[src/rtl/assert_macros.svh]
// Assertion macros shared by the RTL; they vanish when SYNTH is defined.
`ifndef ASSERT_MACROS_SVH
`define ASSERT_MACROS_SVH
`ifndef SYNTH
`define QTE_ASSERT(lbl, prop) \
  lbl: assert property (@(posedge clk_i) disable iff (!rst_ni) (prop)) \
    else $error("assertion failed");
`define QTE_ASSERT_NEVER(lbl, expr) \
  lbl: assert property (@(posedge clk_i) disable iff (!rst_ni) !(expr)) \
    else $error("forbidden condition seen");
`else
`define QTE_ASSERT(lbl, prop)
`define QTE_ASSERT_NEVER(lbl, expr)
`endif
`endif

[src/rtl/qte_pkg.sv]
package qte_pkg;

  localparam int unsigned TermW      = 34;
  localparam int unsigned CordicW    = 52;
  localparam int unsigned AccW       = 20;
  localparam int unsigned CordicSteps = 17;
  localparam int unsigned SqrtSteps  = 29;
  localparam int unsigned RadW       = 58;
  localparam int unsigned RootW      = 29;
  localparam int unsigned RemW       = 32;

  localparam logic signed [AccW-1:0] PiQ16     = 20'sd205887;
  localparam logic signed [15:0]     PiQ13     = 16'sd25736;
  localparam logic signed [15:0]     HalfPiQ13 = 16'sd12868;
  localparam logic signed [TermW-1:0] OneQ28   = 34'sd268435456;

  function automatic logic signed [AccW-1:0] atan_tab(input int unsigned i);
    logic signed [AccW-1:0] v;
    case (i)
      0:  v = 20'sd51472;
      1:  v = 20'sd30386;
      2:  v = 20'sd16055;
      3:  v = 20'sd8150;
      4:  v = 20'sd4091;
      5:  v = 20'sd2047;
      6:  v = 20'sd1024;
      7:  v = 20'sd512;
      8:  v = 20'sd256;
      9:  v = 20'sd128;
      10: v = 20'sd64;
      11: v = 20'sd32;
      12: v = 20'sd16;
      13: v = 20'sd8;
      14: v = 20'sd4;
      15: v = 20'sd2;
      16: v = 20'sd1;
      default: v = 20'sd0;
    endcase
    return v;
  endfunction

endpackage

[src/rtl/qte_isqrt.sv]
module qte_isqrt (
  input  logic                           clk_i,
  input  logic [qte_pkg::RadW-1:0]       rad_i,
  output logic [qte_pkg::RootW-1:0]      root_o
);

  localparam int unsigned N = qte_pkg::SqrtSteps;

  logic [qte_pkg::RemW-1:0]  rem_q  [0:N-1];
  logic [qte_pkg::RootW-1:0] root_q [0:N-1];
  logic [qte_pkg::RadW-1:0]  rest_q [0:N-1];

  for (genvar k = 0; k < N; k++) begin : g_stage
    logic [qte_pkg::RemW-1:0]  rem_p, rem_d, trial;
    logic [qte_pkg::RootW-1:0] root_p;
    logic [qte_pkg::RadW-1:0]  rest_p;
    logic                      ge;
    if (k == 0) begin : g_first
      assign rem_p  = '0;
      assign root_p = '0;
      assign rest_p = rad_i;
    end else begin : g_next
      assign rem_p  = rem_q[k-1];
      assign root_p = root_q[k-1];
      assign rest_p = rest_q[k-1];
    end
    always_comb begin
      rem_d = {rem_p[qte_pkg::RemW-3:0], rest_p[qte_pkg::RadW-1 -: 2]};
      trial = {1'b0, root_p, 2'b01};
      ge    = (rem_d >= trial);
    end
    always_ff @(posedge clk_i) begin
      rem_q[k]  <= ge ? rem_d - trial : rem_d;
      root_q[k] <= {root_p[qte_pkg::RootW-2:0], ge};
      rest_q[k] <= {rest_p[qte_pkg::RadW-3:0], 2'b00};
    end
  end

  assign root_o = root_q[N-1];

endmodule

[config.mk]
export PLATFORM = sky130hd
export DESIGN_NAME = qte_isqrt
export DESIGN_NICKNAME = d
export VERILOG_FILES = /design/src/rtl/assert_macros.svh /design/src/rtl/qte_pkg.sv /design/src/rtl/qte_isqrt.sv
export SDC_FILE = /design/constraint.sdc
export NUM_CORES = 2
export LEC_CHECK = 0
export BUFFER_PORTS_ARGS = -buffer_cell sky130_fd_sc_hd__buf_4
export CORE_ASPECT_RATIO = 1.75
export CORE_MARGIN = 1
export CORE_UTILIZATION = 60
export CTS_BUF_LIST = sky130_fd_sc_hd__clkbuf_4 sky130_fd_sc_hd__clkbuf_8
export DETAILED_ROUTE_END_ITERATION = 10
export PLACE_DENSITY = 0.76
export SETUP_SLACK_MARGIN = 0.05
export SYNTH_ARGS = -nofsm -noshare
export SYNTH_HDL_FRONTEND = slang
export SYNTH_SLANG_ARGS = --single-unit
[constraint.sdc]
create_clock -name clk_i -period 3.5 [get_ports clk_i]
set_input_delay 0.175 -clock clk_i [delete_from_list [all_inputs] [get_ports clk_i]]
set_output_delay 0.175 -clock clk_i [all_outputs]
set_load 0.01 [all_outputs]
==> results.yml <==
route:
  routed_via_density: 5.52
  drc: 0
  drtIter0Drc: 2353
  dr_total_vias: 53278
  ant_nets: 0
  wl_um: 175000
  first_pass_iters: 6
  drt-wirelength-per-cell_um: 18.1
power_and_ir_drop:
  switchingPower_uw: 17500
  swShare_pct: 28.8
  total_leakage_power_uw: 0.0406
  p_comb_share_pct: 18.7
  internal_power_uw: 43200
  vdd_drop_max_v: 0.000629
  power.share.clock_pct: 31.7
  seqPwrFrac_pct: 49.6
  power.density_nw_per_um2: 710
logic_synthesis:
  async_flop_share_pct: 0
  synth_edf_count: 0
  synth.cell_area_um2: 74100
  synth.distinct_cells: 91
  postSynthCellCount: 7249
  ys_seq_area_share_pct: 55.2
  syn_area_per_cell_um2: 10.2
  synthFlopType: "dfxtp_1"
  ys_seq_elements: 2045
  syn_nets: 7774
  synth-warning-count: 0
global_route:
  grt_pass1_wl_um: 270000
  track_usage_pct: 27.7
  antenna_found_initial: 7
  grt_max_degree: 42
  grt-ovfl-total: 0
  grt_pass1_vias: 55564
clock_tree:
  postCtsSetupBuffers: 0
  htreeDepth: 5
  clock_sinks: 2045
  cts_tree: "done"
  clock_path_buffers: 4
  path_clk_slew_ns: 0.07
  cts_root_buffer: "clkbuf_8"
  numCtsBuffers: 293
  clock_latency_ns: 1.01
timing:
  fin_hold_ws_ns: 0.284
  finalCriticalPeriod_ns: 3.46
  worstMarginPinSlew_ns: 0.843
  period_share_pct: 99.0
  setup_viol: 0
  slew_viol_final: 0
  timing.fmax_ghz: 0.289
  setup_ws_ns: 0.0361
  hold_viol: 0
  relSlewSlack_pct: 43.4
  skew_ns: 0.112
  rsz0062_at_grt: "true"
worst_setup_path:
  end_kind: "flop"
  worst_setup_path_start_kind: "flop"
  required_ns: 4.33
  arrival_ns: 4.30
  crit_path_max_fanout: 4
  worstSetupPathType: "reg2reg"
floorplan:
  dieArea_um2: 125000
  row_count: 170
  die_y_um: 467
  core_area_um2: 123000
  ios: 88
  start_util_pct: 60.5
  die_w_um: 268
place:
  dp.cells: 9038
  place.gp.congestion: 1.03
  place_ws_ns: 0.121
  io_buffers: 87
  hpwl_um: 131000
cells_and_area:
  final_util_pct: 69.7
  drive_above_1_share_pct: 11.7
  final_cell_mix: "2044 x dfxtp_1, 572 x inv_1, 475 x nand2_1, 465 x ha_1, 456 x a21oi_1"
  final_cells: 9656
  syn2layout_area_growth_pct: 15.2
  final_common_cell: "dfxtp_1"
  nets: 8341
status:
  status: "completed"
flow_run:
  drv_cap: 0
min_path:
  hp-class: "reg2reg"
==> power groups by stage <==
stage                     Clock (uW)  Sequential, uW  Combinational, uW
after global routing           20700           30500              12500
after CTS                      19600           30000              11200
after global placement             0           30400              10700
final                          19200           30100              11300
after floorplan                    0           29500               8350
after detailed placement           0           30500              11000
==> registers in the layout, indices dropped and copies added (netlist names) <==
register / cells
root_q: 435
rest_q: 812
rem_q: 798
==> worst max-delay path, stage by stage, from the launching register on <==
cell and delay, ns:
dfxtp_1 0.32, ha_1 0.33, o21ai_0 0.16, a22oi_1 0.40, a311oi_1 0.24, o21bai_1 0.33, a31oi_1 0.15, buf_4 0.18
a311oi_1 0.60, o21ai_0 0.28, nand4_1 0.18, xnor2_1 0.12
==> per-layer routing <==
metal  vias up  GRT usage (%)  share of wire (%)
met3       757           5.24                3.4
met4         2           26.7                9.9
met1     25207           19.1                 28
met5         -              0             0.0074
met2      1349           57.5                 58
li1      25963              -                  -
==> through the flow <==
stage | total power (uW) | area [um^2] | setup TNS (ns)
final | 60700 | 85400 | 0
after global routing | 63700 | 85400 | -0.0179
after CTS | 60800 | 85200 | 0
after detailed placement | 41500 | 78000 | 0
after global placement | 41100 | 78000 | -0.242
after floorplan | 37900 | 74100 | 0
==> cell families after synthesis <==
logic type | share of synthesized area [%]
flip-flops | 55.2
AND/OR/NAND/NOR | 12.0
AO/OA/AOI/OAI | 12.1
buffers and inverters | 3.63
XOR/XNOR | 7.98
adder cells (fa/ha/maj) | 7.87
multiplexers | 1.18
other | 0.00506
==> final timing paths <==
check | from | end | slack (ns) | cells after the start
min reg2reg | root_q[5][29]$_DFF_P_ | root_q[5][59]$_DFF_P_ | 0.28 | 0
min | root_q[5][29]$_DFF_P_ | root_q[5][59]$_DFF_P_ | 0.28 | 0
max | rem_q[1][160]$_DFF_P_ | rem_q[1][221]$_DFF_P_ | 0.04 | 11
max reg2reg | rem_q[1][160]$_DFF_P_ | rem_q[1][221]$_DFF_P_ | 0.04 | 11
==> synthesized netlist by cell type (11+ instances only) <==
library cell	instances	area, um^2
and2_1	19	119
dfxtp_1	2045	40900
a31oi_1	44	275
or4_1	45	338
mux2_2	72	811
a21o_1	168	1260
nand3_1	119	596
o21a_1	81	608
xnor2_1	351	3070
or2_2	31	194
and3_1	33	206
o21bai_1	39	293
xor2_1	324	2840
a221oi_1	11	96.3
nor2b_1	61	382
clkbuf_1	120	450
and4_1	11	96.3
nand3b_1	15	113
a211oi_1	34	255
nor2_1	454	1700
nor3_1	183	916
nand2_1	475	1780
o211ai_1	31	233
o21ai_0	389	1950
a21boi_0	18	135
nor3b_1	14	105
ha_1	466	5830
inv_1	572	2150
nor4_1	87	544
o31ai_1	44	330
or3_1	78	488
nand4_1	75	469
a31o_2	11	96.3
nand2b_1	81	507
a21oi_1	459	2300
==> what timing repair did <==
item                       CTS  global route
setup endpoints to repair    1            92
hold buffers               117             0
hold endpoints to repair    59             0
resized for setup            1            33
==> area by class of cell <==
cell class / count / area, um^2
antenna: 15 / 37.5
clock inverter: 43 / 429
timing repair buffer: 410 / 3490
tap: 1634 / 2040
fill: 8976 / 37100
inverter: 575 / 2160
multi-input combinational: 4491 / 30700
clock buffer: 443 / 5630
sequential: 2045 / 40900
Note: power is estimated with default switching activity, not from simulation.
